## src/hdl/lfkj_pkg.sv

```systemverilog
// Shared widths, constants and types of the leg kinematics block.
package lfkj_pkg;

	// Chain and number formats.
	localparam int JOINT_COUNT  = 6;
	localparam int ANGLE_BITS   = 16;
	localparam int UNIT_W       = 32;
	localparam int LEN_W        = 21;
	localparam int LIN_W        = 23;
	localparam int POS_W        = 24;
	localparam int DIF_W        = 25;
	localparam int OP_W         = 33;
	localparam int ACC_W        = 68;
	localparam int RND_W        = ACC_W - 30;
	localparam int CORD_W       = 34;
	localparam int CORDIC_STEPS = 30;
	localparam int JNT_W        = 3;
	localparam int IDX_W        = 2;

	localparam longint ONE_Q30  = 64'sd1 << 30;
	localparam longint HALF_Q30 = 64'sd1 << 29;
	localparam longint LIN_LIMIT = 64'sd1 << 21;
	localparam logic signed [ACC_W-1:0] ONE_Q60 = ACC_W'(1) << 60;

	// Configuration register indexes.
	localparam logic [IDX_W-1:0] REG_UPPER = 2'd0;
	localparam logic [IDX_W-1:0] REG_LOWER = 2'd1;

	// Column code of the pose result.
	localparam logic [2:0] POSE_COLUMN = 3'd6;

	typedef logic signed [UNIT_W-1:0] unit_t;
	typedef logic signed [POS_W-1:0]  pos_t;

	// Status of one CORDIC lane.
	typedef struct packed {
		logic busy;
		logic fin;
	} lfkj_cordic_sts_t;

	// Control of one multiply-accumulate lane.
	typedef struct packed {
		logic en;
		logic load;
		logic diag;
	} lfkj_lane_ctl_t;

	// Chain sequencer states.
	typedef enum logic [2:0] {
		ST_IDLE,
		ST_AXIS,
		ST_ZCOL,
		ST_OFFS,
		ST_QMUL,
		ST_CROSS,
		ST_POSE
	} lfkj_state_t;

endpackage

```

## src/hdl/lfkj_cordic.sv

```systemverilog
// One iterative CORDIC lane giving the cosine and sine of a half joint angle.
module lfkj_cordic import lfkj_pkg::*; (
	input  logic                         clk,
	input  logic                         arst_n,
	input  logic                         start,
	input  logic signed [ANGLE_BITS-1:0] angle,
	output unit_t                        cos_h,
	output unit_t                        sin_h,
	output lfkj_cordic_sts_t             sts
);

	localparam int STEP_W = $clog2(CORDIC_STEPS);
	localparam logic [STEP_W-1:0] STEP_LAST = STEP_W'(CORDIC_STEPS - 1);
	localparam logic signed [CORD_W-1:0] CORDIC_START = CORD_W'(652032874);
	localparam logic signed [CORD_W-1:0] C_ONE = CORD_W'(ONE_Q30);
	localparam logic signed [CORD_W-1:0] C_MONE = -C_ONE;
	localparam logic signed [CORD_W-1:0] ATAN [CORDIC_STEPS] = '{
		34'sd536870912, 34'sd316933406, 34'sd167458907, 34'sd85004756,
		34'sd42667331, 34'sd21354465, 34'sd10679838, 34'sd5340245,
		34'sd2670163, 34'sd1335087, 34'sd667544, 34'sd333772, 34'sd166886,
		34'sd83443, 34'sd41722, 34'sd20861, 34'sd10430, 34'sd5215, 34'sd2608,
		34'sd1304, 34'sd652, 34'sd326, 34'sd163, 34'sd81, 34'sd41, 34'sd20,
		34'sd10, 34'sd5, 34'sd3, 34'sd1
	};

	logic signed [CORD_W-1:0] x_q, y_q, z_q;
	logic signed [CORD_W-1:0] dx, dy;
	logic [STEP_W-1:0]        i_q;
	logic                     run_q;

	// Iteration control.
	always_ff @(posedge clk or negedge arst_n) begin
		if (!arst_n) begin
			run_q <= 1'b0;
			i_q   <= '0;
		end else if (start) begin
			run_q <= 1'b1;
			i_q   <= '0;
		end else if (run_q) begin
			if (i_q == STEP_LAST) begin
				run_q <= 1'b0;
			end else begin
				i_q <= i_q + 1'b1;
			end
		end
	end

	assign dx = y_q >>> i_q;
	assign dy = x_q >>> i_q;

	// One rotation step a cycle; the residual angle steers the direction.
	always_ff @(posedge clk) begin
		if (start) begin
			x_q <= CORDIC_START;
			y_q <= '0;
			z_q <= CORD_W'(angle) <<< (31 - ANGLE_BITS);
		end else if (run_q) begin
			if (!z_q[CORD_W-1]) begin
				x_q <= x_q - dx;
				y_q <= y_q + dy;
				z_q <= z_q - ATAN[i_q];
			end else begin
				x_q <= x_q + dx;
				y_q <= y_q - dy;
				z_q <= z_q + ATAN[i_q];
			end
		end
	end

	// Clamp the results to the unit range.
	always_comb begin
		if (x_q > C_ONE) begin
			cos_h = UNIT_W'(ONE_Q30);
		end else if (x_q < C_MONE) begin
			cos_h = -UNIT_W'(ONE_Q30);
		end else begin
			cos_h = x_q[UNIT_W-1:0];
		end
		if (y_q > C_ONE) begin
			sin_h = UNIT_W'(ONE_Q30);
		end else if (y_q < C_MONE) begin
			sin_h = -UNIT_W'(ONE_Q30);
		end else begin
			sin_h = y_q[UNIT_W-1:0];
		end
	end

	assign sts.busy = run_q;
	assign sts.fin  = run_q && (i_q == STEP_LAST);

endmodule

```

## config.mk

```make
export PLATFORM = sky130hd
export DESIGN_NAME = lfkj_cordic
export DESIGN_NICKNAME = d
export VERILOG_FILES = /design/src/hdl/lfkj_pkg.sv /design/src/hdl/lfkj_cordic.sv
export SDC_FILE = /design/constraint.sdc
export NUM_CORES = 1
export LEC_CHECK = 0
export ABC_AREA = 1
export BUFFER_PORTS_ARGS = -buffer_cell sky130_fd_sc_hd__buf_2
export CAP_MARGIN = 30
export CORE_ASPECT_RATIO = 1.5
export CORE_UTILIZATION = 45
export CTS_CLUSTER_SIZE = 20
export DETAILED_ROUTE_END_ITERATION = 6
export SLEW_MARGIN = 30
export SYNTH_ARGS = -nofsm -noshare
export SYNTH_HDL_FRONTEND = slang
export SYNTH_SLANG_ARGS = --single-unit
```

## constraint.sdc

```tcl
create_clock -name clk -period 4.2 [get_ports clk]
set_input_delay 0.84 -clock clk [delete_from_list [all_inputs] [get_ports clk]]
set_output_delay 0.84 -clock clk [all_outputs]
set_load 0.005 [all_outputs]
```

# Yosys cells after proc, flatten, opt, wreduce, memory -nomap -nowiden
# Memories as Yosys holds them, arrays and structs flattened.
# Index checks and enable logic that the tools add are counted.
[totals]
memories = 1
register_bits = 108
romBits = 1088
[classes]
n_eq_ne = 2
n_lt_le_gt_ge = 5
n_reduce_logical = 3
mux = 17
bitwise_logic = 1
n_shift = 2
add_sub_neg = 7
[mem_list]
columns = ["name", "depth", "word_bits", "rd", "rd_ports_with_merged_regs", "write_ports", "line_no", "source"]
rows = [
  ["(name not given)", 32, 34, 1, 0, 0, "lfkj_cordic.sv:65", "z_q <= z_q + ATAN[i_q];"],
]
[op_table]
columns = ["op", "n"]
rows = [
  ["$mux 34", 7],
  ["$mux 32", 4],
  ["$add 34x34->34", 3],
  ["$sub 34x34->34", 3],
  ["$gt 34x32->1 const B", 2],
  ["$lt 34x31->1 const B", 2],
  ["$sshr 34x5->34", 2],
  ["$mux 5", 3],
  ["$ge 6x6->1 const B", 1],
  ["$not 5->6", 1],
  ["$add 5x1->5 const B", 1],
  ["$eq 5x5->1 const B", 1],
  ["$mux 1", 3],
  ["$ne 2x2->1 const B", 1],
  ["$reduce_and 2->1", 1],
  ["$reduce_bool 2->1", 1],
  ["$logic_and 1x1->1", 1],
]

# Logic depth before layout (Yosys ltp)
# Gate-level depths: netlist (run 1).
[depth]
ltp_word = 8
mapped_depth = 40
mapped_depth_nobuf = 39

# Worst setup path before layout (run 1)
# No wires, ideal clock.
[synth_path]
path_kind = "flip-flop to flip-flop"
from = "register i_q[1]"
to = "register z_q[27], data pin"
period_less_slack_ns = 4.476
n_path_buf = 2
setup_ns = 0.261
stages_incl_launch_ff = 29
slack_ns = -0.276
arrival_ns = 4.215
cell_sequence = "dfrtp_1 buf_6 inv_4 buf_4 ha_1 nand2_2 inv_1 o21ai_0 nand2_1 a211oi_4 ha_1 nand4_1 nor3_1 nor2_1 xor2_1 inv_1 ha_1 a21o_1 a21o_1 a21oi_1 nand2_1 a21oi_1 o21ai_0 a21oi_1 o21ai_0 nand2_1 nand3_1 nand2_1 o21ai_0"
[synth_via]
elab_chain_len = 8
[synth_rtl]
columns = ["element", "line_no", "source"]
rows = [
  ["start: declaration", "lfkj_cordic.sv:28", "logic [STEP_W-1:0] i_q;"],
  ["start signal: assignment", "lfkj_cordic.sv:43", "i_q <= i_q + 1'b1;"],
  ["$not 5->6 (implied by the code) *", "lfkj_cordic.sv:61, lfkj_cordic.sv:65", ""],
  ["$mem_v2 32x34 *", "-", ""],
  ["$mux 34 (implied by the code) * (2 in series)", "lfkj_cordic.sv:65", ""],
  ["$sub 34x34->34 or $add 34x34->34 (tied branches)", "lfkj_cordic.sv:61, lfkj_cordic.sv:65", ""],
  ["$mux 34 *", "lfkj_cordic.sv:58", "if (!z_q[CORD_W-1]) begin"],
  ["$mux 34 *", "lfkj_cordic.sv:57", "end else if (run_q) begin"],
  ["$mux 34 *", "lfkj_cordic.sv:53", "if (start) begin"],
  ["end signal: assignment", "lfkj_cordic.sv:56", "z_q <= CORD_W'(angle) <<< (31 - ANGLE_BITS);"],
  ["end signal: assignment", "lfkj_cordic.sv:61", "z_q <= z_q - ATAN[i_q];"],
  ["end signal: assignment", "lfkj_cordic.sv:65", ""],
  ["end: declaration", "lfkj_cordic.sv:26", "logic signed [CORD_W-1:0] x_q, y_q, z_q;"],
]
# Mark *: on every way between the ends. The rest lies on a longest branch, timed or not. The select of a mux whose other input is x is not followed.
# A chain may end at the register's enable or synchronous reset.

# Worst setup path in the final report (run 1)
[layout_path]
from = "register i_q[1]"
to = "register x_q[27]"
[layout_via]
elab_chain_len = 3
[layout_rtl]
columns = ["element", "line_no", "source"]
rows = [
  ["$sshr 34x5->34 *", "lfkj_cordic.sv:48", "assign dx = y_q >>> i_q;"],
  ["$sub 34x34->34 or $add 34x34->34 (tied branches)", "lfkj_cordic.sv:59, lfkj_cordic.sv:63", ""],
  ["$mux 34 *", "lfkj_cordic.sv:58", ""],
  ["end signal: assignment", "lfkj_cordic.sv:59", "x_q <= x_q - dx;"],
  ["end signal: assignment", "lfkj_cordic.sv:63", "x_q <= x_q + dx;"],
  ["end: declaration", "lfkj_cordic.sv:26", ""],
]
# Mark *: on every way between the ends. The rest lies on a longest branch, timed or not.

==> results of run 1 <==
cell families after synthesis:
kind of cell | after synthesis | share of synthesized area
AND/OR/NAND/NOR | 1544 | 0.4119
adder cells (fa/ha/maj) | 114 | 0.09019
XOR/XNOR | 138 | 0.07523
AO/OA/AOI/OAI | 465 | 0.1671
flip-flops | 108 | 0.1483
buffers and inverters | 402 | 0.1072
cell usage after synthesis (4+ instances only):
master	instances
o21ai_0	129
nand3_2	7
buf_4	12
o21a_1	11
o21ai_1	19
xor2_1	74
o221ai_1	6
buf_2	37
o22ai_1	48
inv_2	11
o211ai_1	17
dfxtp_1	83
nor2_1	223
nand4_1	28
buf_1	13
edfxtp_1	19
a221oi_1	4
a21o_1	10
nand3_1	342
a21oi_1	157
nor4_1	15
or2_2	5
nor2_2	14
o31ai_1	10
clkbuf_1	47
clkinv_1	4
nand2_2	9
ha_1	111
a31oi_1	25
nor3_1	70
nand2_1	816
dfrtp_1	6
a21boi_0	5
buf_6	16
xnor2_1	64
inv_1	261
sequential cells by signal, summed over array words and instances (netlist names):
| signal | cells |
|---|---|
| run_q | 1 |
| x_q | 34 |
| y_q | 34 |
| i_q | 5 |
| z_q | 34 |
per-layer routing:
layer / part of all wire / up-vias
li1: - / 10754
met1: 0.38 / 10349
met2: 0.48 / 884
met3: 0.064 / 326
met4: 0.074 / 4
met5: 0.00029 / -
through the flow:
stage | instances | TNS [ps]
2_1_floorplan | 2771 | -371.7
3_3_place_gp | 3904 | -16600
6_report | 4004 | -14360
4_1_cts | 3989 | -8192
5_1_grt | 4003 | -31230
3_5_place_dp | 3904 | -20740
cell type report:
cell class / count / area share
sequential: 108 / 0.09679
timing repair buffer: 866 / 0.2698
timing repair inverter: 2 / 0.0007094
clock buffer: 11 / 0.01029
multi-input combinational: 2261 / 0.5528
antenna: 1 / 0.0001013
tap: 473 / 0.02397
inverter: 277 / 0.04252
clock inverter: 5 / 0.003040
critical path: cells and delay by family (launching register included):
family                   cells  cell delay (ps)
AND/OR/NAND/NOR             20             2440
AO/OA/AOI/OAI                1               80
buffers and inverters        8              980
flip-flops                   1              600
adder cells (fa/ha/maj)      1              310
XOR/XNOR                     2              230
path summary, 6_finish.rpt:
check                                startpoint                   end  slack [ps]  cells past startpoint
setup / recovery             i_q[1]$_DFFE_PN0P_  x_q[27]$_SDFFE_PP0P_        -640                     32
hold / removal                           arst_n    i_q[4]$_DFFE_PN0P_         260                      1
setup reg to reg             i_q[1]$_DFFE_PN0P_  x_q[27]$_SDFFE_PP0P_        -640                     32
hold reg to reg            z_q[10]$_SDFFE_PP0P_  z_q[10]$_SDFFE_PP0P_         480                      2
max in group asynchronous                arst_n    i_q[1]$_DFFE_PN0P_        3720                      1
min in group clk           z_q[10]$_SDFFE_PP0P_  z_q[10]$_SDFFE_PP0P_         480                      2
repair_timing:
item,4_1_cts,5_1_grt
setup endpoints to repair,58,70
cloned,5,2
gates resized for setup,329,88
pin swaps,122,24
hold buffers,0,0
buffers inserted,66,12
==> out/qor.yml, run 1 <==
synthesis:
  syn_inst: 2771
  synth_top_area_share: 0.1907
  yosysSeqAreaShare: 0.1483
  async_reset_ff_frac: 0.05556
  syn-num-nets: 2904
  netlist.top_cell.by_area: "nand2_1"
  yosysWarnings: 0
  synth_seq_cells: 108
  postSynthAreaPerCell_um2: 5.798
  synth-main-ff-cell: "dfxtp_1"
  synth.area.top_cells: "nand2_1, nand3_1, dfxtp_1, ha_1, inv_1"
  netlist_area_um2: 16070
  synth.distinct_cells: 65
  synth-edff-count: 19
setup_path:
  arrival_ps: 5090
  crit_path_max_incr_delay_ps: 600
  worst_setup_path_start_kind: "register"
  cp-end-kind: "register"
  crit_fanout: 8
  cpMostUsedCell: "nand2_2"
  required_ps: 4450
  worstSetupPathType: "reg -> reg"
  crit_slowest_cell: "dfrtp_4"
layout:
  n_fill_cell: 3247
  area_delta_synth_final_pct: 53.69
  final_common_cell: "nand2_1"
  layout_common_cells: "nand2_1, buf_4, nand3_1, inv_1, nor2_1"
  drive_gt1_frac: 0.3572
  multi_input_area_um2: 13650
  final_area_um2: 24690
  seq_area_um2: 2390
  final_core_util: 0.7034
  fin_nets: 3658
die:
  die_h_um: 233.4
  die_area_um2: 36480
  io_pins: 85
  std_cell_rows: 84
  core-area_um2: 35100
  die_width_um: 156.3
  start_util: 0.4577
clock_network:
  htree_num_levels: 3
  clock_latency_ps: 410
  root_buffer: "clkbuf_16"
  path_clk_slew_ps: 100
  clk_path_buf_depth: 2
  cts.sinks: 108
  cts_tree: "built"
  cts_buffers: 9
global_routing:
  grt_first_pass_wirelength_um: 114700
  grt_usage: 0.4096
  gr-usage-met1: 0.4532
  grt-ovfl-total: 0
  grt_pass1_vias: 21815
  globalRouteMet3Util: 0.08720
  met2_usage: 0.6943
  grt.busiest_layer: "met2"
  antenna_found_initial: 3
  grt_max_degree: 38
sta:
  timing.final.ws_setup_ps: -640.7
  rsz0062_at_grt: "yes"
  slew_viol_final: 0
  hold_viol: 0
  setup_viol: 54
  period_share: 1.153
  min_period_ps: 4841
  tightest_slew_ps: 988.1
  finalHoldWorstSlack_ps: 263.6
  fmax_ghz: 0.2066
  skew_ps: 25.93
  relSlewSlack: 0.3403
placed_design:
  gp_congestion: 1.059
  place_hpwl_um: 55650
  place_ws_ps: -874.2
  port_buffers: 84
  post_dp_cell_area_um2: 21950
run:
  drv_cap: 0
route:
  detail_route.first_pass.iterations: 7
  wl_um: 74740
  drt-vias-per-instance: 5.574
  ant_nets: 0
  drtIter0Drc: 1694
  drc: 1
  vias: 22317
  wl_per_cell_um: 18.67
status:
  status: "complete, but fails checks"
  violations: "design-rule violations, negative setup slack"
worst_hold_path:
  hold_class: "in -> async"
Power of run 1 is not shown: default switching activity piles up to over one toggle a cycle in this logic, so the estimate is an artifact.
==> run 2, diff against run 1 <==
--- a/config.mk
+++ b/config.mk
@@ -9,9 +9,11 @@
 export BUFFER_PORTS_ARGS = -buffer_cell sky130_fd_sc_hd__buf_2
 export CAP_MARGIN = 30
 export CORE_ASPECT_RATIO = 1.5
+export CORE_MARGIN = 2
 export CORE_UTILIZATION = 45
 export CTS_CLUSTER_SIZE = 20
 export DETAILED_ROUTE_END_ITERATION = 6
+export RECOVER_POWER = 50
 export SLEW_MARGIN = 30
 export SYNTH_ARGS = -nofsm -noshare
 export SYNTH_HDL_FRONTEND = slang
==> run 2 against run 1 <==
Effect of this change:
- the run ends with negative setup slack left
- sequential share of layout area decreased by 0.38 points
- die area increased by 2.1%
- largest cell class unchanged
- register-to-register slack improved by 110 ps
- count of clock-buffer cells in the layout decreased by 2
- highest routed layer is now met4
- flip-flop and latch count unchanged
- via count increased by 1.8%
- setup slack improved by 110 ps
- cell count increased by 0.12%
- worst hold slack improved by 120 ps
- critical path depth decreased by 7
- final area increased by 4.0%
==> out/qor.yml, run 2 (same netlist as run 1, synthesis figures left out) <==
die:
  die_h_um: 235.4
  start_util: 0.4577
  die_area_um2: 37260
  core-area_um2: 35100
  std_cell_rows: 84
  die_width_um: 158.3
  io_pins: 85
sta:
  tightest_slew_ps: 1162
  relSlewSlack: 0.2247
  setup_viol: 52
  rsz0062_at_grt: "yes"
  skew_ps: 17.87
  slew_viol_final: 0
  hold_viol: 0
  fin_setup_tns_ps: -12580
  timing.final.ws_setup_ps: -528.2
  min_period_ps: 4728
  period_share: 1.126
  fmax_ghz: 0.2115
layout:
  fin_nets: 3664
  reg_top3: "x_q (34), y_q (34), z_q (34)"
  area_delta_synth_final_pct: 59.84
  layout_common_cells: "buf_4, nand2_1, nand3_1, inv_1, nor2_1"
  final_common_cell: "buf_4"
  n_antenna_cell: 0
  instances_no_fill: 4009
  drive_gt1_frac: 0.4036
setup_path:
  cp-end-kind: "register"
  r2r-start: "i_q[0]$_DFFE_PN0P_"
  crit_fanout: 6
  reg2reg_to: "z_q[32]$_DFFE_PP_"
  crit_slowest_cell: "dfrtp_2"
  crit_path_max_incr_delay_ps: 490
  arrival_ps: 4890
  worstSetupPathType: "reg -> reg"
  r2r_slack_ps: -530
  required_ps: 4360
  worstRegToRegCells: 25
  cpMostUsedCell: "nand2_1"
  worst_setup_path_start_kind: "register"
  timing.critical_path.from: "i_q[0]$_DFFE_PN0P_"
  crit_end: "z_q[32]$_DFFE_PP_"
placed_design:
  dp.cells: 3893
  port_buffers: 84
  place_ws_ps: -696.8
  place_hpwl_um: 56240
  gp_congestion: 1.065
global_routing:
  grt_usage: 0.3843
  grt_pass1_vias: 21695
  grt-ovfl-total: 0
  grt_max_degree: 41
  grt_first_pass_wirelength_um: 112700
  antenna_found_initial: 0
clock_network:
  root_buffer: "clkbuf_16"
  cts_tree: "built"
  cts.sinks: 108
  clock_latency_ps: 410
  cts_buffers: 9
  path_clk_slew_ps: 90
  clk_path_buf_depth: 2
  htree_num_levels: 3
route:
  detail_route.first_pass.iterations: 5
  drtIter0Drc: 1758
  vias: 22710
  drc: 0
  wl_per_cell_um: 19.14
  wl_um: 76710
  drt-vias-per-instance: 5.665
  ant_nets: 0
run:
  drv_cap: 0
status:
  violations: "negative setup slack"
  status: "complete, but fails checks"
worst_hold_path:
  hold_class: "in -> async"
## run 2: cell types whose count changed in the layout (fill, tap and decap cells not counted), sizes merged
cell | before | now
inv | 279 | 276
buf | 864 | 867
bufbuf | 0 | 1
clkbuf | 13 | 15
diode | 1 | 0
clkinv | 4 | 7
## run 2: layout make-up
cell class	count	area, um^2
Clock buffer	9	225.2
Clock inverter	7	95.09
Fill cell	3047	9425
Inverter	277	1066
Multi-Input combinational cell	2261	14480
Sequential cell	108	2387
Tap cell	473	591.8
Timing Repair Buffer	874	6835
## run 2: worst min path at each step
stage | to | slack (ps) | cells after the start
after floorplan | z_q[10]$_SDFFE_PP0P_ | 430 | 2
after global placement | z_q[13]$_SDFFE_PP0P_ | 450 | 2
after detailed placement | z_q[10]$_SDFFE_PP0P_ | 460 | 2
after CTS | i_q[4]$_DFFE_PN0P_ | 290 | 1
after global routing | i_q[4]$_DFFE_PN0P_ | 400 | 1
final | run_q$_DFF_PN0_ | 390 | 1
## run 2: metrics by stage
| step | utilization | hold WS (ps) | cell area (um^2) |
|---|---|---|---|
| floorplan | - | 434.7 | 16170 |
| global placement | 0.6221 | 446.3 | 21840 |
| detailed placement | 0.6221 | 457.1 | 21840 |
| CTS | 0.6808 | 287.1 | 23900 |
| global route | 0.7315 | 400.4 | 25680 |
| finish | 0.7315 | 385.4 | 25680 |
## run 2: worst max-delay path: cells and delay by family (launching register included)
family,cells,cell delay [ps]
and+or+nand+nor,14,2170
AOI/OAI and AO/OA,4,490
xor gates and xnor gates,1,190
buffers and inverters,3,310
adders and majority gates,3,820
DFF,1,490
## run 2: what timing repair did
| action | CTS | global route |
|---|---|---|
| resized for setup | 328 | 322 |
| pin swaps | 94 | 142 |
| cloned | 3 | 4 |
| hold buffers | 0 | 0 |
| setup endpoints to repair | 57 | 68 |
| setup buffers | 48 | 49 |
## run 2: per-layer routing
metal  track usage  wire length, um  vias up
met3       0.06259             5048      359
met4        0.2755             6737        0
met2        0.6540            36690      992
met5             0                0        -
li1              -                -    10766
met1        0.4275            28240    10593
Power of run 2 is left out for the same reason.
